File: config.mk
export PLATFORM = sky130hd
export DESIGN_NAME = dcr_rgb
export DESIGN_NICKNAME = d
export VERILOG_FILES = /design/src/sv/dcr_pkg.sv /design/src/sv/dcr_rgb.sv
export SDC_FILE = /design/constraint.sdc
export NUM_CORES = 2
export LEC_CHECK = 0
export BUFFER_PORTS_ARGS = -buffer_cell sky130_fd_sc_hd__buf_2
export CORE_ASPECT_RATIO = 1.1
export CORE_MARGIN = 5
export CORE_UTILIZATION = 35
export CTS_CLUSTER_DIAMETER = 30
export DETAILED_ROUTE_END_ITERATION = 12
export GPL_ROUTABILITY_DRIVEN = 1
export PLACE_DENSITY_LB_ADDON = 0.1
export SYNTH_ARGS = -nofsm -noshare
export SYNTH_HDL_FRONTEND = slang
export SYNTH_SLANG_ARGS = --single-unit
File: constraint.sdc
create_clock -name clk -period 9.1 [get_ports clk]
set_input_delay 1.82 -clock clk [delete_from_list [all_inputs] [get_ports clk]]
set_output_delay 1.82 -clock clk [all_outputs]
set_load 0.01 [all_outputs]
File: src/sv/dcr_pkg.sv
// Package for the distortion color ramp HSV converter.
// Fixed-point widths, ramp constants, the sector code type and the pipeline control struct.
// No dependencies.
`timescale 1ns / 1ps

package dcr_pkg;

	// Fraction bits of every Q1.x value and of the Q4.x ratio.
	localparam int FRAC_BITS = 16;

	localparam int ONE_W   = FRAC_BITS + 1;  // Q1.x: 0 .. 1.0 inclusive
	localparam int RATIO_W = FRAC_BITS + 4;  // Q4.x distortion ratio
	localparam int NUM_W   = FRAC_BITS + 2;  // ramp numerator 0 .. 2.0

	// Number of register stages from input to output.
	localparam int NSTG = 5;

	localparam logic [ONE_W-1:0] Q_ONE = ONE_W'(1) << FRAC_BITS;

	// Ramp saturation 0.7 and value 0.65, rounded to nearest.
	localparam logic [ONE_W-1:0] RAMP_SAT =
		ONE_W'((64'd7 * (64'd1 << FRAC_BITS) + 64'd5) / 64'd10);
	localparam logic [ONE_W-1:0] RAMP_VAL =
		ONE_W'((64'd65 * (64'd1 << FRAC_BITS) + 64'd50) / 64'd100);

	// Clamp window of the ratio: 1.0 .. 1.5.
	localparam logic [RATIO_W-1:0] RATIO_LO = RATIO_W'(64'd1 << FRAC_BITS);
	localparam logic [RATIO_W-1:0] RATIO_HI = RATIO_LO + (RATIO_LO >> 1);

	// Exact floor division by three of a numerator below 2^(FRAC_BITS+2):
	// x / 3 == (x * ceil(2^k / 3)) >> k for an even k with 2x < 2^k.
	localparam int DIV3_SHIFT = 2 * ((FRAC_BITS + 4) / 2);
	localparam int DIV3_MUL_W = DIV3_SHIFT - 1;
	localparam logic [DIV3_MUL_W-1:0] DIV3_MUL =
		DIV3_MUL_W'(((64'd1 << DIV3_SHIFT) + 64'd2) / 64'd3);

	// Hue sector, the integer part of six times the hue.
	typedef enum logic [2:0] {
		SEC_RED_YEL = 3'd0,
		SEC_YEL_GRN = 3'd1,
		SEC_GRN_CYN = 3'd2,
		SEC_CYN_BLU = 3'd3,
		SEC_BLU_MAG = 3'd4,
		SEC_MAG_RED = 3'd5
	} sector_t;

	// Per-stage load enables and valid bits, indexed by stage number.
	typedef struct packed {
		logic [NSTG:1] en;
		logic [NSTG:1] vld;
	} dcr_pipe_t;

endpackage

File: src/sv/dcr_rgb.sv
// HSV to RGB back end, stages three to five: sector split, products and channel routing.
// Depends on dcr_pkg.
`timescale 1ns / 1ps

module dcr_rgb import dcr_pkg::*; (
	input  logic             clk,
	input  dcr_pipe_t        pipe,
	input  logic [ONE_W-1:0] h_s2,
	input  logic [ONE_W-1:0] s_s2,
	input  logic [ONE_W-1:0] v_s2,
	output logic [ONE_W-1:0] red_s5,
	output logic [ONE_W-1:0] green_s5,
	output logic [ONE_W-1:0] blue_s5
);

	logic [FRAC_BITS-1:0] hw_c;
	logic [FRAC_BITS+2:0] h6_c;

	sector_t              sec_s3;
	logic [FRAC_BITS-1:0] f_s3;
	logic [ONE_W-1:0]     s_s3, v_s3;

	logic [ONE_W-1:0]             omf_c, oms_c;
	logic [ONE_W+FRAC_BITS-1:0]   sf_prod_c;
	logic [2*ONE_W-1:0]           sg_prod_c, p_prod_c;

	sector_t          sec_s4;
	logic [ONE_W-1:0] v_s4, p_s4, a_s4, b_s4;

	logic [2*ONE_W-1:0] q_prod_c, t_prod_c;
	logic [ONE_W-1:0]   q_c, t_c;

	// Stage 3: a hue of one wraps to zero (the input never exceeds one here),
	// then six times the hue splits into sector and fraction.
	assign hw_c = h_s2[FRAC_BITS] ? '0 : h_s2[FRAC_BITS-1:0];
	assign h6_c = ({3'b000, hw_c} << 2) + ({3'b000, hw_c} << 1);

	always_ff @(posedge clk) begin
		if (pipe.en[3]) begin
			sec_s3 <= sector_t'(h6_c[FRAC_BITS+2:FRAC_BITS]);
			f_s3   <= h6_c[FRAC_BITS-1:0];
			s_s3   <= s_s2;
			v_s3   <= v_s2;
		end
	end

	// Stage 4: s*f, s*(1-f) and p = v*(1-s). Zero saturation makes p, q and t
	// all equal to v, which gives grey without a separate path.
	assign omf_c     = Q_ONE - {1'b0, f_s3};
	assign oms_c     = Q_ONE - s_s3;
	assign sf_prod_c = {{FRAC_BITS{1'b0}}, s_s3} * {{ONE_W{1'b0}}, f_s3};
	assign sg_prod_c = {{ONE_W{1'b0}}, s_s3} * {{ONE_W{1'b0}}, omf_c};
	assign p_prod_c  = {{ONE_W{1'b0}}, v_s3} * {{ONE_W{1'b0}}, oms_c};

	always_ff @(posedge clk) begin
		if (pipe.en[4]) begin
			sec_s4 <= sec_s3;
			v_s4   <= v_s3;
			p_s4   <= p_prod_c[FRAC_BITS +: ONE_W];
			a_s4   <= Q_ONE - {1'b0, sf_prod_c[FRAC_BITS +: FRAC_BITS]};
			b_s4   <= Q_ONE - sg_prod_c[FRAC_BITS +: ONE_W];
		end
	end

	// Stage 5: q and t, then the sector routes v, p, q and t to the channels.
	assign q_prod_c = {{ONE_W{1'b0}}, v_s4} * {{ONE_W{1'b0}}, a_s4};
	assign t_prod_c = {{ONE_W{1'b0}}, v_s4} * {{ONE_W{1'b0}}, b_s4};
	assign q_c      = q_prod_c[FRAC_BITS +: ONE_W];
	assign t_c      = t_prod_c[FRAC_BITS +: ONE_W];

	always_ff @(posedge clk) begin
		if (pipe.en[5]) begin
			case (sec_s4)
				SEC_RED_YEL: begin
					red_s5 <= v_s4; green_s5 <= t_c; blue_s5 <= p_s4;
				end
				SEC_YEL_GRN: begin
					red_s5 <= q_c; green_s5 <= v_s4; blue_s5 <= p_s4;
				end
				SEC_GRN_CYN: begin
					red_s5 <= p_s4; green_s5 <= v_s4; blue_s5 <= t_c;
				end
				SEC_CYN_BLU: begin
					red_s5 <= p_s4; green_s5 <= q_c; blue_s5 <= v_s4;
				end
				SEC_BLU_MAG: begin
					red_s5 <= t_c; green_s5 <= p_s4; blue_s5 <= v_s4;
				end
				default: begin
					red_s5 <= v_s4; green_s5 <= p_s4; blue_s5 <= q_c;
				end
			endcase
		end
	end

endmodule

* Word-level counts from Yosys, hierarchy flattened
Cells that the tools add are included.
** Storage, ports and cells
- Flip-flop bits (word level) :: 175
- Bits of input ports :: 62
- Output and inout bits :: 51
- Logic and storage cells :: 35
** Operators by class
- Add/subtract/negate cells :: 5
- Multiply operators :: 5
- Equality and inequality tests :: 4
- Muxes and demuxes :: 4
- Reductions and logical operators :: 5
** Operator list (count)
- one-hot mux 17 bit (3 select lines) :: 3
- multiplier 17 x 17 -> 33 bit :: 4
- subtractor 17 x 16 -> 17 bit, first input constant :: 2
- subtractor 17 bit, first input constant :: 2
- multiplier 17 x 16 -> 32 bit :: 1
- adder 18 x 17 -> 19 bit :: 1
- two-way mux 16 bit :: 1
- OR reduction 2 bit :: 4
- equality test 3 x 2 -> 1 bit, second input constant :: 2
- equality test 3 x 1 -> 1 bit, second input constant :: 1
- equality test 3 bit, second input constant :: 1
- zero test 3 bit :: 1

* Logic depth before layout (Yosys ltp)
- Depth after elaboration :: 3
- Gate-level depth with buffers :: 35
- Gate-level depth less buffers :: 31

* Worst setup path before layout
No wires, ideal clock.
- Path kind :: register -> register
- Start point :: register f_s3[1]
- End point :: register b_s4[16] (data pin)
- Library setup time :: 275 ps
- Arrival time :: 8169 ps
- Required time :: 8825 ps
- Slack :: 655 ps
- Stages on the path, launching flop included :: 33
- Buffers on the path :: 5
- Clock period less this slack :: 8445 ps
- Path through :: edfxtp_1 > clkbuf_1 > clkbuf_1 > inv_1 > ha_1 > nand2_1 > nor2_1 > nand3b_1 > xor2_1 > clkbuf_1 > nand2_1 > fa_1 > inv_1 > fa_1 > fa_1 > fa_1 > fa_1 > inv_1 > fa_1 > inv_1 > ha_1 > buf_2 > a21oi_1 > o21ai_0 > or2_2 > nor4b_2 > o31a_1 > buf_2 > nor2b_1 > o41ai_2 > mux4_2 > a311oi_1 > o2111ai_1
** On the way
- Longest elaborated chain between the ends :: 3
** RTL lines
- from (decl) :: RTL line dcr_rgb.sv:20 : logic [FRAC_BITS-1:0] f_s3;
- from (signal assigned) :: RTL line dcr_rgb.sv:41 : f_s3 <= h6_c[FRAC_BITS-1:0];
- subtractor 17 x 16 -> 17 bit :: RTL line dcr_rgb.sv:49 : assign omf_c = Q_ONE - {1'b0, f_s3};
- multiplier 17 x 17 -> 33 bit :: RTL line dcr_rgb.sv:52 : assign sg_prod_c = {{ONE_W{1'b0}}, s_s3} * {{ONE_W{1'b0}}, omf_c};
- subtractor 17 bit :: RTL line dcr_rgb.sv:61 : b_s4 <= Q_ONE - sg_prod_c[FRAC_BITS +: ONE_W];
- to (signal assigned) :: RTL line dcr_rgb.sv:61
- to (decl) :: RTL line dcr_rgb.sv:28 : logic [ONE_W-1:0] v_s4, p_s4, a_s4, b_s4;
No other way between the ends.
A chain may end at the register's enable or synchronous reset.

* Worst setup path in the final report
- Start point :: register s_s3[10]
- End point :: register a_s4[15] (data pin)
** On the way
- Longest elaborated chain between the ends :: 2
** RTL lines
- from (decl) :: RTL line dcr_rgb.sv:21 : logic [ONE_W-1:0] s_s3, v_s3;
- from (signal assigned) :: RTL line dcr_rgb.sv:42 : s_s3 <= s_s2;
- multiplier 17 x 16 -> 32 bit :: RTL line dcr_rgb.sv:51 : assign sf_prod_c = {{FRAC_BITS{1'b0}}, s_s3} * {{ONE_W{1'b0}}, f_s3};
- subtractor 17 x 16 -> 17 bit :: RTL line dcr_rgb.sv:60 : a_s4 <= Q_ONE - {1'b0, sf_prod_c[FRAC_BITS +: FRAC_BITS]};
- to (signal assigned) :: RTL line dcr_rgb.sv:60
- to (decl) :: RTL line dcr_rgb.sv:28
No other way between the ends.

==> run metrics <==
die height 417 um; clock buffer count from CTS 17; Total Routing Usage GR 19.4%; required time of the critical path 9.33 ns; Post-CTS Hold Fix Bufs 0; area of the die 159000 sq um; final-report hold violation count 0; initial DRC count 1898; Worst R2R Path Depth 21; CP Cell Sequence buf_4 > nand2_1 > fa_1 > inv_1 > fa_1 > fa_1 > inv_1 > fa_1 > fa_1 > inv_1 > fa_1 > ha_1 > a21oi_1 > o21ai_1 > o311ai_1 > o31ai_1 > nor4_1 > nand4bb_1 > or4b_2 > nand3_1 > xnor2_1; Crit Reg-Reg Startpoint s_s3[10]; vias in the first global route 41.4k; worst hold stages 0; Worst Skew 0.0195 ns; CP Data Arrival Time 8.82 ns; RSZ-0062 raised after global routing no; FF+latch count, synth 174; worst hold path type reg2reg; Die X 380 um; syn nets 7538; worst skew pair latency 0.48 ns; fin crit share 94.3%; Ys Warns 0; fmax 117 MHz; crit-path max FO 25; Syn Inst Count 5874; Routed Antenna Nets 0; first-pass GRT wire length 241 mm; Yosys cell types 85; Max stage delay on crit path 0.81 ns; count of final setup violators 0; Pins Over Slew Limit 0; Worst Hold End sec_s4[2]; CP endpoint kind flop; largest net degree at the start of global routing 65; most used cell, CP fa_1; Final GP Congestion 0.815; Setup CP Type reg2reg; Clock Tree Root clkbuf_16; worst reg2reg path endpoint a_s4[15]; Final nets 7497; Post-Syn Area 52800 sq um; Most used DFF post-synth edfxtp_1; max_cap viols 0; I/O pin total 113; hpwl dp 120 mm; # rows 149; Slew HR 21.3%; EDFF count, synth 174; startpoint of the worst hold path sec_s3[2]; effective utilization at floorplan 35.2%; Mean Syn Cell Area 8.98 sq um; asr flop ratio synth 0%; result of the run completed; Max Root-Sink Buffers 2; Routed WL 150 mm; H-Tree Depth 4; clock sink count 174; Period minus WS final 8.58 ns; CORE AREA 150000 sq um; TNS Setup 0 ns; Seq/Total Area, Yosys 9.90%; share of layout cells above drive strength 1 5.94%; CTS tree built; Reg clk slew, reported paths 0.09 ns; fillers 15.5k; Startpoint Class flop; initial antenna violation count 4; # DRC 0; DR pass1 iterations 7; slowest CP cell edfxtp_1; Layout area overhead 6.97%; worst-margin pin slew 1.18 ns; GR Overflow Total 0; Vias per Instance 4.88; port bufs 105; routed vias 38.1k; Post-CTS Setup Bufs 0; WL/cell 19.3 um; setup slack, reg-to-reg 0.52 ns
[registers in the layout, indices dropped and copies added (netlist names), 17 cells and up]
signal,count
s_s3,17
blue_s5,17
v_s3,17
green_s5,17
b_s4,17
v_s4,17
a_s4,17
p_s4,17
red_s5,17
[cell usage in the layout, fill, tap and decap left out, drive strengths merged, types with 33 or more instances in the layout]
cell | Yosys | final
nor2b | 33 | 33
edfxtp | 174 | 174
nor3 | 50 | 50
buf | 31 | 264
a21oi | 112 | 112
fa | 1062 | 1062
nand2 | 1051 | 1051
xor2 | 49 | 49
inv | 1273 | 1279
o21ai | 100 | 100
and2 | 448 | 448
a21o | 45 | 45
nor2 | 104 | 104
ha | 540 | 540
xnor2 | 110 | 110
[Yosys cell counts (6+ instances only)]
| cell type | n | area share, % |
|---|---|---|
| inv_1 | 1272 | 9.0 |
| fa_1 | 1062 | 40 |
| nand2_1 | 1051 | 7.5 |
| ha_1 | 540 | 13 |
| and2_1 | 448 | 5.3 |
| clkbuf_1 | 293 | 2.1 |
| edfxtp_1 | 174 | 9.9 |
| a21oi_1 | 112 | 1.1 |
| xnor2_1 | 110 | 1.8 |
| nor2_1 | 104 | 0.74 |
| o21ai_0 | 95 | 0.90 |
| nor3_1 | 49 | 0.46 |
| xor2_1 | 49 | 0.81 |
| a21o_1 | 44 | 0.63 |
| nor2b_1 | 33 | 0.39 |
| mux2i_1 | 31 | 0.59 |
| nand3_1 | 31 | 0.29 |
| a31oi_1 | 26 | 0.31 |
| nand4_1 | 25 | 0.30 |
| and3_1 | 21 | 0.25 |
| buf_1 | 21 | 0.15 |
| o21a_1 | 21 | 0.30 |
| nand2b_1 | 20 | 0.24 |
| a211oi_1 | 19 | 0.27 |
| o211ai_1 | 16 | 0.23 |
| mux2_2 | 13 | 0.28 |
| o22ai_1 | 13 | 0.15 |
| nor4_1 | 12 | 0.14 |
| or2_2 | 12 | 0.14 |
| or3_1 | 12 | 0.14 |
| o31ai_1 | 9 | 0.13 |
| a221oi_1 | 8 | 0.13 |
| buf_2 | 8 | 0.076 |
| and4_1 | 7 | 0.12 |
| o2bb2ai_1 | 6 | 0.10 |
[logic make-up (layout without fill, tap and decap cells)]
family | count (synthesis) | in the layout | synth area share [%]
AO/OA/AOI/OAI | 446 | 446 | 5.52
adder cells (fa/ha/maj) | 1602 | 1602 | 53.1
XOR/XNOR | 160 | 160 | 2.68
other | 0 | 1 | 0
buffers and inverters | 1597 | 1569 | 11.4
multiplexers | 46 | 46 | 0.937
flip-flops | 174 | 174 | 9.90
AND/OR/NAND/NOR | 1849 | 1849 | 16.4
[per-layer routing]
metal	global-route usage, %	wire length, um	vias up
met5	0	0	-
met4	3.10	2180	0
met3	1.61	4860	125
met2	34.7	75200	632
met1	26.2	68300	19700
li1	-	-	17700
[worst max path at each step]
stage | startpoint | to | slack, ns
after floorplan | f_s3[1] | b_s4[16] | 0.66
after global placement | f_s3[3] | b_s4[16] | 0.35
after detailed placement | f_s3[1] | b_s4[16] | 0.31
after CTS | f_s3[1] | b_s4[16] | 0.32
after global routing | f_s3[3] | b_s4[16] | 0.04
final | s_s3[10] | a_s4[15] | 0.52
[final cells by class]
type	count	area, sq um	share of cell area [%]
repair buffers	264	1800	3.18
inverters	1273	4780	8.47
diodes	1	2.50	0.00443
flip-flops and latches	174	5230	9.26
clock inverters	15	208	0.368
clock buffers	17	425	0.754
well taps	1963	2460	4.35
multi-input cells	4103	41500	73.6
[critical path, delay by kind of cell, from the launching register on]
kind / cells / cell delay [ns]
buffers and inverters: 4 / 0.62
AND/OR/NAND/NOR: 5 / 2.00
AO/OA/AOI/OAI: 4 / 1.55
flip-flops: 1 / 0.81
XOR/XNOR: 1 / 0.07
adder cells (fa/ha/maj): 7 / 3.29
[per-stage QoR]
step           setup WS (ns)  instances  instance area (sq um)  util (%)  hold slack (ns)
6_report               0.518       7810                  56400      37.7            0.601
5_1_grt               0.0362       7809                  56400      37.6            0.645
4_1_cts                0.315       7809                  56400      37.6            0.614
3_5_place_dp           0.308       7777                  55800      37.2            0.591
3_3_place_gp           0.351       7777                  55800      37.2            0.578
2_1_floorplan          0.655       5874                  52800         -            0.400
[what timing repair did]
action / 4_1_cts / 5_1_grt
gates resized for setup: 0 / 4
endpoints found under the hold margin: 0 / 0
endpoints found under the setup margin: 0 / 1
Power is not shown: default switching activity piles up to over one toggle a cycle in this logic, so the estimate is an artifact.
