[src/sv/dcr_pkg.sv]
// Package for the distortion color ramp HSV converter.
// Fixed-point widths, ramp constants, the sector code type and the pipeline control struct.
// No dependencies.
`timescale 1ns / 1ps

package dcr_pkg;

	// Fraction bits of every Q1.x value and of the Q4.x ratio.
	localparam int FRAC_BITS = 16;

	localparam int ONE_W   = FRAC_BITS + 1;  // Q1.x: 0 .. 1.0 inclusive
	localparam int RATIO_W = FRAC_BITS + 4;  // Q4.x distortion ratio
	localparam int NUM_W   = FRAC_BITS + 2;  // ramp numerator 0 .. 2.0

	// Number of register stages from input to output.
	localparam int NSTG = 5;

	localparam logic [ONE_W-1:0] Q_ONE = ONE_W'(1) << FRAC_BITS;

	// Ramp saturation 0.7 and value 0.65, rounded to nearest.
	localparam logic [ONE_W-1:0] RAMP_SAT =
		ONE_W'((64'd7 * (64'd1 << FRAC_BITS) + 64'd5) / 64'd10);
	localparam logic [ONE_W-1:0] RAMP_VAL =
		ONE_W'((64'd65 * (64'd1 << FRAC_BITS) + 64'd50) / 64'd100);

	// Clamp window of the ratio: 1.0 .. 1.5.
	localparam logic [RATIO_W-1:0] RATIO_LO = RATIO_W'(64'd1 << FRAC_BITS);
	localparam logic [RATIO_W-1:0] RATIO_HI = RATIO_LO + (RATIO_LO >> 1);

	// Exact floor division by three of a numerator below 2^(FRAC_BITS+2):
	// x / 3 == (x * ceil(2^k / 3)) >> k for an even k with 2x < 2^k.
	localparam int DIV3_SHIFT = 2 * ((FRAC_BITS + 4) / 2);
	localparam int DIV3_MUL_W = DIV3_SHIFT - 1;
	localparam logic [DIV3_MUL_W-1:0] DIV3_MUL =
		DIV3_MUL_W'(((64'd1 << DIV3_SHIFT) + 64'd2) / 64'd3);

	// Hue sector, the integer part of six times the hue.
	typedef enum logic [2:0] {
		SEC_RED_YEL = 3'd0,
		SEC_YEL_GRN = 3'd1,
		SEC_GRN_CYN = 3'd2,
		SEC_CYN_BLU = 3'd3,
		SEC_BLU_MAG = 3'd4,
		SEC_MAG_RED = 3'd5
	} sector_t;

	// Per-stage load enables and valid bits, indexed by stage number.
	typedef struct packed {
		logic [NSTG:1] en;
		logic [NSTG:1] vld;
	} dcr_pipe_t;

endpackage

[src/sv/dcr_hue.sv]
// Hue front end, stages one and two: input saturation, ratio clamp and the ramp hue.
// Depends on dcr_pkg.
`timescale 1ns / 1ps

module dcr_hue import dcr_pkg::*; (
	input  logic               clk,
	input  dcr_pipe_t          pipe,
	input  logic               mode,
	input  logic [ONE_W-1:0]   hue,
	input  logic [ONE_W-1:0]   sat,
	input  logic [ONE_W-1:0]   val,
	input  logic [RATIO_W-1:0] ratio,
	output logic [ONE_W-1:0]   h_s2,
	output logic [ONE_W-1:0]   s_s2,
	output logic [ONE_W-1:0]   v_s2
);

	logic [ONE_W-1:0]   h_c, s_c, v_c;
	logic [RATIO_W-1:0] d_c;
	logic [RATIO_W-1:0] dm_full;
	logic [NUM_W-1:0]   num_c;

	logic               mode_s1;
	logic [NUM_W-1:0]   num_s1;
	logic [ONE_W-1:0]   h_s1, s_s1, v_s1;

	logic [NUM_W+DIV3_MUL_W-1:0] prod_c;
	logic [ONE_W-1:0]            ramp_h_c;

	// Stage 1: fractions above one saturate, the ratio is clamped to 1.0 .. 1.5
	// and turned into the numerator 2 - 4(d - 1) of the ramp hue.
	always_comb begin
		h_c = (hue > Q_ONE) ? Q_ONE : hue;
		s_c = (sat > Q_ONE) ? Q_ONE : sat;
		v_c = (val > Q_ONE) ? Q_ONE : val;
		if (ratio < RATIO_LO) begin
			d_c = RATIO_LO;
		end else if (ratio > RATIO_HI) begin
			d_c = RATIO_HI;
		end else begin
			d_c = ratio;
		end
		dm_full = d_c - RATIO_LO;
		num_c   = (NUM_W'(2) << FRAC_BITS) - (NUM_W'(dm_full[FRAC_BITS-1:0]) << 2);
	end

	always_ff @(posedge clk) begin
		if (pipe.en[1]) begin
			mode_s1 <= mode;
			num_s1  <= num_c;
			h_s1    <= h_c;
			s_s1    <= s_c;
			v_s1    <= v_c;
		end
	end

	// Stage 2: divide by three through the reciprocal and pick the mode.
	assign prod_c   = {{DIV3_MUL_W{1'b0}}, num_s1} * {{NUM_W{1'b0}}, DIV3_MUL};
	assign ramp_h_c = prod_c[DIV3_SHIFT +: ONE_W];

	always_ff @(posedge clk) begin
		if (pipe.en[2]) begin
			h_s2 <= mode_s1 ? ramp_h_c : h_s1;
			s_s2 <= mode_s1 ? RAMP_SAT : s_s1;
			v_s2 <= mode_s1 ? RAMP_VAL : v_s1;
		end
	end

endmodule

[config.mk]
export PLATFORM = sky130hd
export DESIGN_NAME = dcr_hue
export DESIGN_NICKNAME = d
export VERILOG_FILES = /design/src/sv/dcr_pkg.sv /design/src/sv/dcr_hue.sv
export SDC_FILE = /design/constraint.sdc
export NUM_CORES = 1
export LEC_CHECK = 0
export ABC_AREA = 1
export ABC_CLOCK_PERIOD_IN_PS = 5000
export BUFFER_PORTS_ARGS = -buffer_cell sky130_fd_sc_hd__buf_2
export CAP_MARGIN = 20
export CELL_PAD_IN_SITES_DETAIL_PLACEMENT = 0
export CELL_PAD_IN_SITES_GLOBAL_PLACEMENT = 1
export CORE_ASPECT_RATIO = 1.2
export CORE_UTILIZATION = 41
export CTS_CLUSTER_DIAMETER = 200
export DETAILED_ROUTE_END_ITERATION = 10
export PLACE_DENSITY = 0.84
export SLEW_MARGIN = 20
export SYNTH_ARGS = -nofsm -noshare
export SYNTH_HDL_FRONTEND = slang
export SYNTH_SLANG_ARGS = --single-unit
[constraint.sdc]
create_clock -name clk -period 5 [get_ports clk]
set_clock_uncertainty 0.05 [all_clocks]
set_input_delay 0.5 -clock clk [delete_from_list [all_inputs] [get_ports clk]]
set_output_delay 0.5 -clock clk [all_outputs]
set_load 0.005 [all_outputs]
== Word level (Yosys, flattened, before mapping) ==
Index checks and enable logic that the tools add are counted.
Storage, ports and cells
  bits in registers: 121
Operators by class
  mux-type cells: 3
  add/sub/neg operators: 2
  multipliers: 1
  order comparisons: 5
Operators by type and width (number)
  > comparator 17 bit (second input constant): 3
  multiplier 18 x 18 -> 36 bit (second input constant): 1
  2-to-1 mux 16 bit: 2
  > comparator 20 x 17 -> 1 bit (second input constant): 1
  less-than comparator 20 x 17 -> 1 bit (second input constant): 1
  subtractor 18 bit (first input constant): 1
  2-to-1 mux 17 bit: 1
  subtractor 16 x 1 -> 16 bit (second input constant): 1

== Longest topological paths before layout ==
Gate-level depths: netlist of the first run.
  word-level depth: 5
  gate-level depth with buffers: 25
  depth with buffers taken out: 25

== Worst setup path after synthesis of the first run ==
Ideal clock, no wire load.
  path kind: register -> register
  start: reg num_s1[3]
  end: reg h_s2[12] (data pin)
  arrival: 4676 ps
  slack: 20 ps
  data required time: 4696 ps
  clock period less this slack: 4980 ps
  setup time: 254 ps
  stages on the path, launching flop included: 23
  cells stage by stage: edfxtp_1 -> ha_1 -> xor2_1 -> ha_1 -> inv_1 -> fa_1 -> inv_1 -> fa_1 -> fa_1 -> inv_1 -> fa_1 -> inv_1 -> ha_1 -> nand2_1 -> inv_1 -> nand2_1 -> inv_1 -> nand2_1 -> nand3_1 -> a21oi_1 -> nand3_1 -> nand3_1 -> nand2_1
Between the ends
  word-level cells in the longest chain between the ends: 2
Ends and longest elaborated chain
  start: declaration: RTL line dcr_hue.sv:24  | logic [NUM_W-1:0] num_s1;
  start signal: assignment: RTL line dcr_hue.sv:50  | num_s1 <= num_c;
  multiplier 18 x 18 -> 36 bit: RTL line dcr_hue.sv:58  | assign prod_c = {{DIV3_MUL_W{1'b0}}, num_s1} * {{NUM_W{1'b0}}, DIV3_MUL};
  2-to-1 mux 17 bit: RTL line dcr_hue.sv:63  | h_s2 <= mode_s1 ? ramp_h_c : h_s1;
  end signal: assignment: RTL line dcr_hue.sv:63
  end: declaration: RTL line dcr_hue.sv:13  | output logic [ONE_W-1:0] h_s2,
Every way passes these cells.
A chain may end at the register's enable or synchronous reset.

== Final worst setup path of the first run ==
  start: reg num_s1[6]
  end: reg h_s2[12] (data pin)
Same word-level chain as after synthesis.

==> flow_summary_export.csv, run 1 <==
group,metric,value,unit
run_status,outcome,"finished, violations left",
run_status,violations,"negative setup slack",
critical_path,critPathMaxFanout,4,
sta,slew_headroom,42.2,%
die,die_w,154,um
detailed_routing,viasPerCell,4.79,
yosys,synth_cell_type_count,39,
yosys,synth_area_per_cell,8.72,sq um
place,dp_hpwl,22700,um
critical_path,ff2ff_path_depth,22,
finish,area.sequential,3570,sq um
yosys,ys_async_sr_fraction,0,%
clocking,ctsLongestPathBuffers,2,
clocking,cts_root_buf,"clkbuf_16",
job,drv_cap,0,
clocking,clock_latency,0.41,ns
global_routing,grt_max_degree,69,
yosys,synth_area,11300,sq um
die,start_util,41.7,%
sta,worst_slew_pin_slew,0.868,ns
yosys,ys_ff_latch,119,
critical_path,start_kind,"flip-flop",
min_path,hold-path-cell-count,1,
global_routing,globalRoute.totalOverflow,0,
finish,utilization,54.3,%
clocking,cts_made_buffers,17,
critical_path,cp_slowest_cell,"fa_1",
sta,hold_ws,0.220,ns
detailed_routing,dr.pass1.iters,7,
critical_path,critical_path_arrival,5.13,ns
finish,multiInputGateArea,7190,sq um
sta,finalHoldViolations,0,
place,dp_slack,-0.290,ns
critical_path,worstSetupPathType,"flip-flop to flip-flop",
clocking,htree_levels,4,
sta,finalSetupViolCount,1,
detailed_routing,wl_per_cell,14.9,um
yosys,post-synth-top-count-cell,"inv_1",
yosys,syn-num-nets,1620,
global_routing,grt_pass1_vias,9594,
sta,timing.final.crit_period,5.01,ns
yosys,synth_seq_area_share,31.6,%
die,row_count,66,
yosys,ys_top_cells_by_count,"inv_1 (368), nand2_1 (223), ha_1 (155)",
yosys,ys.flop_type,"edfxtp_1",
finish,area_growth_syn_to_layout,30.3,%
critical_path,crit_chain,"buf_6, ha_4, xor2_1, ha_1, inv_1, fa_1, inv_1, fa_1, inv_1, fa_1, inv_1, ha_1, ha_4, nand2_4, nor2_4, inv_2, nor4_4, nand2_1, nand2_1, nand2_1, nand3_2, nand2_1",
global_routing,grtUsageTotal,20.9,%
sta,rsz0062_at_grt,"true",
global_routing,antenna_found_initial,0,
finish,insertedDiodeCount,0,
yosys,yosys-top-cells-area,"edfxtp_1 (32%), ha_1 (17%), fa_1 (15%)",
yosys,ys_warn_count,0,
yosys,synth_area_leader_cell,"edfxtp_1",
detailed_routing,vias,9048,
sta,finalCritPeriodShare,100,%
critical_path,crit_path_end_kind,"flip-flop",
die,ios,134,
detailed_routing,wl,28100,um
finish,fillers,2385,
die,die_y,184,um
place,numPortBuffers,125,
clocking,clkSinkCount,119,
die,dieArea,28200,sq um
yosys,synth-edff-count,119,
finish,nNetsFinal,1861,
sta,setup_ws,-0.00804,ns
global_routing,grt_pass1_wl,45800,um
place,placed_cells,1833,
place,gp_congestion,0.899,
yosys,yosysTopAreaCellShare,31.6,%
die,coreArea,27100,sq um
finish,stdcell_count,1890,
detailed_routing,drtIter0Drc,381,
clocking,cts_tree,"done",
min_path,hold_path.class,"input pin to flip-flop",
clocking,clkSlewWorstSetupHoldPaths,0.06,ns
critical_path,cp_data_required_time,5.12,ns
sta,fmax,200,MHz
detailed_routing,drtAntennaViolNets,0,
yosys,synthCells,1296,
critical_path,critPathMaxStageDelay,0.54,ns
sta,slew_viol_final,0,
finish,drive_above_1_share,30.4,%
detailed_routing,drc,0,
-- critical path: cells and delay by family (launching register included) --
family | cells | cell delay [ns]
XOR/XNOR | 1 | 0.17
adder cells (fa/ha/maj) | 7 | 2.78
buffers and inverters | 6 | 0.48
flip-flops | 1 | 0.49
AND/OR/NAND/NOR | 8 | 0.79
-- timing repair --
item / in CTS / in global routing
endpoints found under the setup margin: 17 / 17
gates resized for setup: 87 / 140
hold buffers: 0 / 0
setup buffers: 15 / 10
pin swaps: 37 / 57
-- worst paths after layout --
path                              start               endpoint  slack [ns]
setup / recovery    num_s1[6]$_DFFE_PP_     h_s2[12]$_DFFE_PP_      -0.008
hold / removal                     mode      mode_s1$_DFFE_PP_        0.22
setup reg to reg    num_s1[6]$_DFFE_PP_     h_s2[12]$_DFFE_PP_      -0.008
hold reg to reg   v_s1[1]$_SDFFCE_PN0P_  v_s2[1]$_SDFFCE_PP1P_        0.44
-- cells in the final DEF, fill, tap and decap left out, drive strengths merged --
master / Yosys / routed
clkinvlp: 0 / 2
o21bai: 3 / 3
o31ai: 1 / 1
inv: 368 / 370
a21boi: 2 / 2
nor2: 122 / 122
nand4: 13 / 13
clkinv: 1 / 8
buf: 7 / 239
o21a: 1 / 1
bufinv: 0 / 4
o21ai: 30 / 30
nor3: 10 / 10
nand3b: 4 / 4
a21o: 5 / 5
nand2: 230 / 230
and3: 2 / 2
clkbuf: 10 / 17
fa: 86 / 86
o211ai: 2 / 2
or2: 18 / 18
ha: 155 / 155
nand3: 49 / 49
xor2: 16 / 16
a21oi: 31 / 31
nor4: 8 / 8
edfxtp: 119 / 119
xnor2: 3 / 3
-- registers in the layout (all words and copies together), names as in the netlist --
register	cells
num_s1	16
v_s2	17
h_s1	17
s_s2	17
mode_s1	1
h_s2	17
s_s1	17
v_s1	17
-- through the flow --
stage          cell area (sq um)  TNS (ns)
6_report                   14700  -0.00804
5_1_grt                    14700     -1.93
4_1_cts                    14100   -0.0368
3_5_place_dp               12900     -3.06
3_3_place_gp               12900     -2.72
2_1_floorplan              11300         0
-- cell type report --
cell class	instances	area share, %
multi-input combinational	791	48.8
sequential	119	24.3
timing repair buffer	239	10.3
inverter	369	9.43
clock buffer	17	2.89
tap	340	2.89
clock inverter	15	1.37
-- metal layers --
| metal | wire [um] | up-vias | global-route usage [%] | part of all wire (%) |
|---|---|---|---|---|
| met5 | 0 | - | 0 | 0 |
| met4 | 1240 | 0 | 9.84 | 4.4 |
| met3 | 1520 | 80 | 3.91 | 5.4 |
| met2 | 14500 | 233 | 38.9 | 52 |
| met1 | 10800 | 4244 | 22.9 | 39 |
| li1 | - | 4491 | - | - |
-- cell families (layout without fill, tap and decap cells) --
logic type,count (synthesis),after routing,synth area share (%)
xor+xnor,19,19,1.47
buf+inv,386,640,13.1
flops,119,119,31.6
simple gates,456,456,17.5
fa+ha+maj,241,241,32.4
compound gates,75,75,3.89
Power of run 1 is left out: the tool's default activity adds up to more than one toggle a clock period on the data nets, which glitch-free logic cannot reach.
==> run 2, diff against run 1 <==
--- a/config.mk
+++ b/config.mk
@@ -16,6 +16,7 @@
 export CTS_CLUSTER_DIAMETER = 200
 export DETAILED_ROUTE_END_ITERATION = 10
 export PLACE_DENSITY = 0.84
+export RECOVER_POWER = 100
 export SLEW_MARGIN = 20
 export SYNTH_ARGS = -nofsm -noshare
 export SYNTH_HDL_FRONTEND = slang
==> run 2 against run 1 <==
  * The run ends with max-capacitance violations, max-slew violations, negative setup slack left
  * First-iteration DRC count rose by 9.2%
  * Hold slack improved by 0.00054 ns
  * Final area fell by 0.96%
  * Core utilization fell by 0.52 points
  * Die area did not move
  * Via count rose by 0.32%
  * Non-clock buffer count did not move
  * Maximum frequency barely moved
  * Largest cell class unchanged
==> flow_summary_export.csv, run 2 (synthesized netlist as in run 1, its figures left out) <==
group,metric,value,unit
finish,nNetsFinal,1861,
detailed_routing,drc,0,
sta,slew_headroom,-142,%
critical_path,start_kind,"flip-flop",
place,numPortBuffers,125,
finish,most-common-layout-cells,"inv_1 (335), nand2_1 (189), ha_1 (121)",
sta,finalCritPeriodShare,100,%
die,die_w,154,um
detailed_routing,drtIter0Drc,416,
job,drv_cap,4,
critical_path,crit_family,"adder cells",
clocking,clock_latency,0.41,ns
clocking,cts_root_buf,"clkbuf_16",
finish,mostFrequentLayoutCell,"inv_1",
sta,setup_ws,-0.00648,ns
global_routing,grt_pass1_wl,45800,um
clocking,htree_levels,4,
global_routing,grt_pass1_vias,9594,
critical_path,crit_chain,"buf_6, ha_4, xor2_1, ha_1, inv_1, fa_1, inv_1, fa_1, inv_1, fa_1, inv_1, ha_1, ha_4, nand2_4, nor2_4, inv_2, nor4_4, nand2_1, nand2_1, nand2_1, nand3_2, nand2_1",
sta,rsz0062_at_grt,"true",
run_status,outcome,"finished, violations left",
critical_path,worstSetupPathType,"flip-flop to flip-flop",
die,die_y,184,um
die,row_count,66,
clocking,clkSlewWorstSetupHoldPaths,0.07,ns
run_status,violations,"max-capacitance violations, max-slew violations, negative setup slack",
sta,finalHoldViolations,0,
clocking,cts_made_buffers,17,
finish,finalInstanceArea,14600,sq um
die,start_util,41.7,%
clocking,clkSinkCount,119,
finish,utilization,53.8,%
sta,setup_tns,-0.00648,ns
sta,slew_viol_final,155,
die,ios,134,
critical_path,cp_slowest_cell,"fa_1",
sta,finalSetupViolCount,1,
clocking,ctsLongestPathBuffers,2,
die,coreArea,27100,sq um
global_routing,grt_max_degree,69,
detailed_routing,dr.pass1.iters,5,
global_routing,globalRoute.totalOverflow,0,
finish,area_growth_syn_to_layout,29.0,%
place,gp_congestion,0.899,
sta,fmax,200,MHz
critical_path,crit_path_end_kind,"flip-flop",
critical_path,critical_path_arrival,5.13,ns
detailed_routing,wl,28100,um
detailed_routing,drtAntennaViolNets,0,
global_routing,antenna_found_initial,0,
critical_path,cp.buffers_inverters,6,
detailed_routing,viasPerCell,4.80,
sta,worst_slew_pin_slew,3.63,ns
clocking,cts_tree,"done",
sta,timing.final.crit_period,5.01,ns
detailed_routing,vias,9077,
critical_path,cp_data_required_time,5.12,ns
global_routing,grtUsageTotal,20.9,%
critical_path,critPathMaxStageDelay,0.54,ns
finish,insertedDiodeCount,0,
die,dieArea,28200,sq um
detailed_routing,wl_per_cell,14.9,um
min_path,hold_path.class,"input pin to flip-flop",
finish,drive_above_1_share,26.2,%
critical_path,critPathMaxFanout,4,
place,dp_hpwl,22700,um
place,placed_area,12900,sq um
run 2: changes by cell type in the layout (fill, tap and decap cells not counted), moves of 2 or more:
cell	change
a21boi_2	-2
nor2_1	+3
buf_2	-53
a21boi_0	+2
buf_4	-2
clkbuf_1	+55
nand2_1	+2
nand2_2	-2
run 2: what timing repair did:
action | 4_1_cts | 5_1_grt
hold buffers | 0 | 0
pin swaps | 37 | 57
gates cloned | 0 | 0
buffers inserted | 15 | 10
setup endpoints to repair | 17 | 17
resized for setup | 87 | 140
run 2: final cells by class:
| cell class | instances | area [sq um] |
|---|---|---|
| inverter | 369 | 1390 |
| tap | 340 | 425 |
| sequential | 119 | 3570 |
| timing repair buffer | 239 | 1440 |
| clock buffer | 17 | 425 |
| multi-input combinational | 791 | 7120 |
| clock inverter | 15 | 201 |
| fill | 2413 | 12500 |
run 2: per-stage QoR:
| step | setup slack (ns) | std cells | hold WS (ns) |
|---|---|---|---|
| floorplan | 0.0203 | 1296 | 0.429 |
| global placement | -0.270 | 1833 | 0.430 |
| detailed placement | -0.290 | 1833 | 0.434 |
| CTS | -0.0241 | 1880 | 0.207 |
| global route | -0.218 | 1890 | 0.208 |
| finish | -0.00648 | 1890 | 0.220 |
run 2: path summary, 6_finish.rpt:
check | startpoint | end | slack (ns) | depth (start not counted)
max | num_s1[6]$_DFFE_PP_ | h_s2[12]$_DFFE_PP_ | -0.006 | 22
max reg2reg | num_s1[6]$_DFFE_PP_ | h_s2[12]$_DFFE_PP_ | -0.006 | 22
min reg2reg | v_s1[1]$_SDFFCE_PN0P_ | v_s2[1]$_SDFFCE_PP1P_ | 0.45 | 1
min | mode | mode_s1$_DFFE_PP_ | 0.22 | 1
run 2: layer usage:
metal | vias up | routed length [um] | global-route usage, %
met3 | 80 | 1360 | 3.91
met1 | 4277 | 11000 | 22.9
li1 | 4485 | - | -
met4 | 0 | 1230 | 9.84
met5 | - | 0 | 0
met2 | 235 | 14500 | 38.9
Power of run 2 is left out for the same reason.
==> run 3, diff against run 2 <==
--- a/config.mk
+++ b/config.mk
@@ -11,12 +11,13 @@
 export CAP_MARGIN = 20
 export CELL_PAD_IN_SITES_DETAIL_PLACEMENT = 0
 export CELL_PAD_IN_SITES_GLOBAL_PLACEMENT = 1
-export CORE_ASPECT_RATIO = 1.2
+export CORE_ASPECT_RATIO = 0.75
 export CORE_UTILIZATION = 41
 export CTS_CLUSTER_DIAMETER = 200
 export DETAILED_ROUTE_END_ITERATION = 10
 export PLACE_DENSITY = 0.84
 export RECOVER_POWER = 100
+export SKIP_CTS_REPAIR_TIMING = 1
 export SLEW_MARGIN = 20
 export SYNTH_ARGS = -nofsm -noshare
 export SYNTH_HDL_FRONTEND = slang
==> run 3 against run 2 <==
  * The run still ends with max-capacitance violations, max-slew violations, negative setup slack left
  * Count of clock-buffer cells in the layout unchanged
  * Register-to-register slack worse by 0.02 ns
  * Cell count down 0.85%
  * Non-clock buffer count down 26
  * Via count down 1.8%
  * Worst setup slack worse by 0.020 ns
  * Sequential cell count unchanged
  * Hold slack worse by 0.016 ns
  * Critical endpoint is now h_s2[5]$_DFFE_PP_
  * Largest cell class unchanged
==> flow_summary_export.csv, run 3 (synthesized netlist as in run 1, its figures left out) <==
group,metric,value,unit
run_status,outcome,"finished, violations left",
run_status,violations,"max-capacitance violations, max-slew violations, negative setup slack",
clocking,cts_made_buffers,17,
finish,fillers,2446,
die,ios,134,
finish,multiInputGateArea,7040,sq um
clocking,ctsLongestPathBuffers,2,
die,die_y,146,um
die,die_w,194,um
finish,utilization,53.1,%
die,row_count,52,
critical_path,cp_slowest_cell,"fa_1",
critical_path,cp_data_required_time,5.13,ns
min_path,hold_path.class,"input pin to flip-flop",
detailed_routing,drtAntennaViolNets,0,
sta,timing.final.crit_period,5.03,ns
detailed_routing,viasPerCell,4.75,
place,dp_hpwl,22400,um
min_path,hold-path-cell-count,1,
finish,stdcell_count,1874,
critical_path,critical_path_arrival,5.15,ns
critical_path,cp.buffers_inverters,7,
global_routing,antenna_found_initial,0,
sta,worst_slew_pin_slew,3.92,ns
detailed_routing,drtIter0Drc,529,
critical_path,reg2reg_slack,-0.03,ns
critical_path,timing.rr.start,"num_s1[4]$_DFFE_PP_",
clocking,clock_latency,0.42,ns
die,start_util,41.8,%
finish,most-common-layout-cells,"inv_1 (347), nand2_1 (196), ha_1 (120)",
sta,fmax,199,MHz
finish,insertedDiodeCount,0,
critical_path,crit_chain,"ha_4, xor2_4, ha_4, inv_2, fa_1, inv_1, fa_1, fa_1, inv_2, fa_1, inv_2, ha_4, nand2_4, buf_4, buf_6, nor3_2, buf_4, nand4_1, nand3_1, nand2_1, nand3_2, nand2_1",
finish,nNetsFinal,1835,
global_routing,use_met2,30.9,%
clocking,clkSlewWorstSetupHoldPaths,0.06,ns
critical_path,critPathMaxFanout,4,
sta,finalHoldViolations,0,
clocking,cts_root_buf,"clkbuf_16",
global_routing,met3_usage,3.78,%
die,dieArea,28200,sq um
clocking,clkSinkCount,119,
finish,area_growth_syn_to_layout,26.8,%
global_routing,grt_max_degree,69,
critical_path,cp_common_cell,"fa_1",
global_routing,grt_pass1_vias,8815,
finish,drive_above_1_share,24.8,%
detailed_routing,wl_per_cell,15.0,um
sta,finalCritPeriodShare,101,%
sta,slew_headroom,-161,%
critical_path,ff2ff_path_depth,22,
clocking,cts_tree,"done",
detailed_routing,drc,0,
sta,finalSetupViolCount,1,
global_routing,grtUsageTotal,20.1,%
critical_path,worstSetupPathType,"flip-flop to flip-flop",
die,coreArea,27000,sq um
critical_path,worstReg2RegEnd,"h_s2[5]$_DFFE_PP_",
critical_path,critPathMaxStageDelay,0.54,ns
global_routing,grt_pass1_wl,43800,um
global_routing,busiest_layer,"met2",
place,numPortBuffers,125,
detailed_routing,vias,8910,
detailed_routing,dr.pass1.iters,5,
sta,rsz0062_at_grt,"true",
min_path,min_from,"mode",
critical_path,start_kind,"flip-flop",
global_routing,met1_usage,29.3,%
sta,setup_ws,-0.0264,ns
finish,area.sequential,3570,sq um
clocking,htree_levels,4,
detailed_routing,wl,28100,um
sta,slew_viol_final,138,
min_path,hold_end,"mode_s1$_DFFE_PP_",
critical_path,crit_path_end_kind,"flip-flop",
critical_path,crit_family,"adder cells",
finish,mostFrequentLayoutCell,"inv_1",
global_routing,globalRoute.totalOverflow,0,
place,gp_congestion,0.941,
critical_path,cp-startpoint,"num_s1[4]$_DFFE_PP_",
job,drv_cap,3,
sta,setup_tns,-0.0264,ns
place,placed_cells,1826,
-- run 3: routing by layer --
metal  share of wire (%)  wire length (um)
met1                  49             13800
met2                  44             12400
met3                 5.5              1550
met4                0.97               274
met5                   0                 0
-- run 3: worst reg2reg max path: stages (launching register included) --
cell and delay [ns]:
edfxtp_1 0.51, ha_4 0.24, xor2_4 0.20, ha_4 0.27, inv_2 0.03, fa_1 0.54, inv_1 0.06, fa_1 0.47
fa_1 0.53, inv_2 0.04, fa_1 0.49, inv_2 0.05, ha_4 0.30, nand2_4 0.07, buf_4 0.15, buf_6 0.11
nor3_2 0.10, buf_4 0.16, nand4_1 0.12, nand3_1 0.10, nand2_1 0.06, nand3_2 0.07, nand2_1 0.06
-- run 3: worst max-delay path by stage --
stage                         endpoint  slack (ns)  depth (start not counted)
CTS                 h_s2[11]$_DFFE_PP_       -0.21                         21
global placement    h_s2[15]$_DFFE_PP_       -0.11                         20
global route         h_s2[5]$_DFFE_PP_       -0.19                         22
detailed placement  h_s2[15]$_DFFE_PP_       -0.19                         20
finish               h_s2[5]$_DFFE_PP_       -0.03                         22
floorplan           h_s2[12]$_DFFE_PP_        0.02                         22
-- run 3: through the flow --
stage / hold WS [ns] / cell area, sq um / worst slack, ns
after floorplan: 0.429 / 11300 / 0.0203
after global placement: 0.431 / 12800 / -0.108
after detailed placement: 0.433 / 12800 / -0.185
after CTS: 0.185 / 13400 / -0.212
after global routing: 0.184 / 14300 / -0.188
final: 0.204 / 14300 / -0.0264
-- run 3: layout make-up --
cell class,instances,area share [%]
multi-input combinational,791,49.1
sequential,119,24.9
inverter,369,9.70
timing repair buffer,213,8.98
tap,351,3.07
clock buffer,17,2.97
clock inverter,14,1.21
Power of run 3 is left out for the same reason.
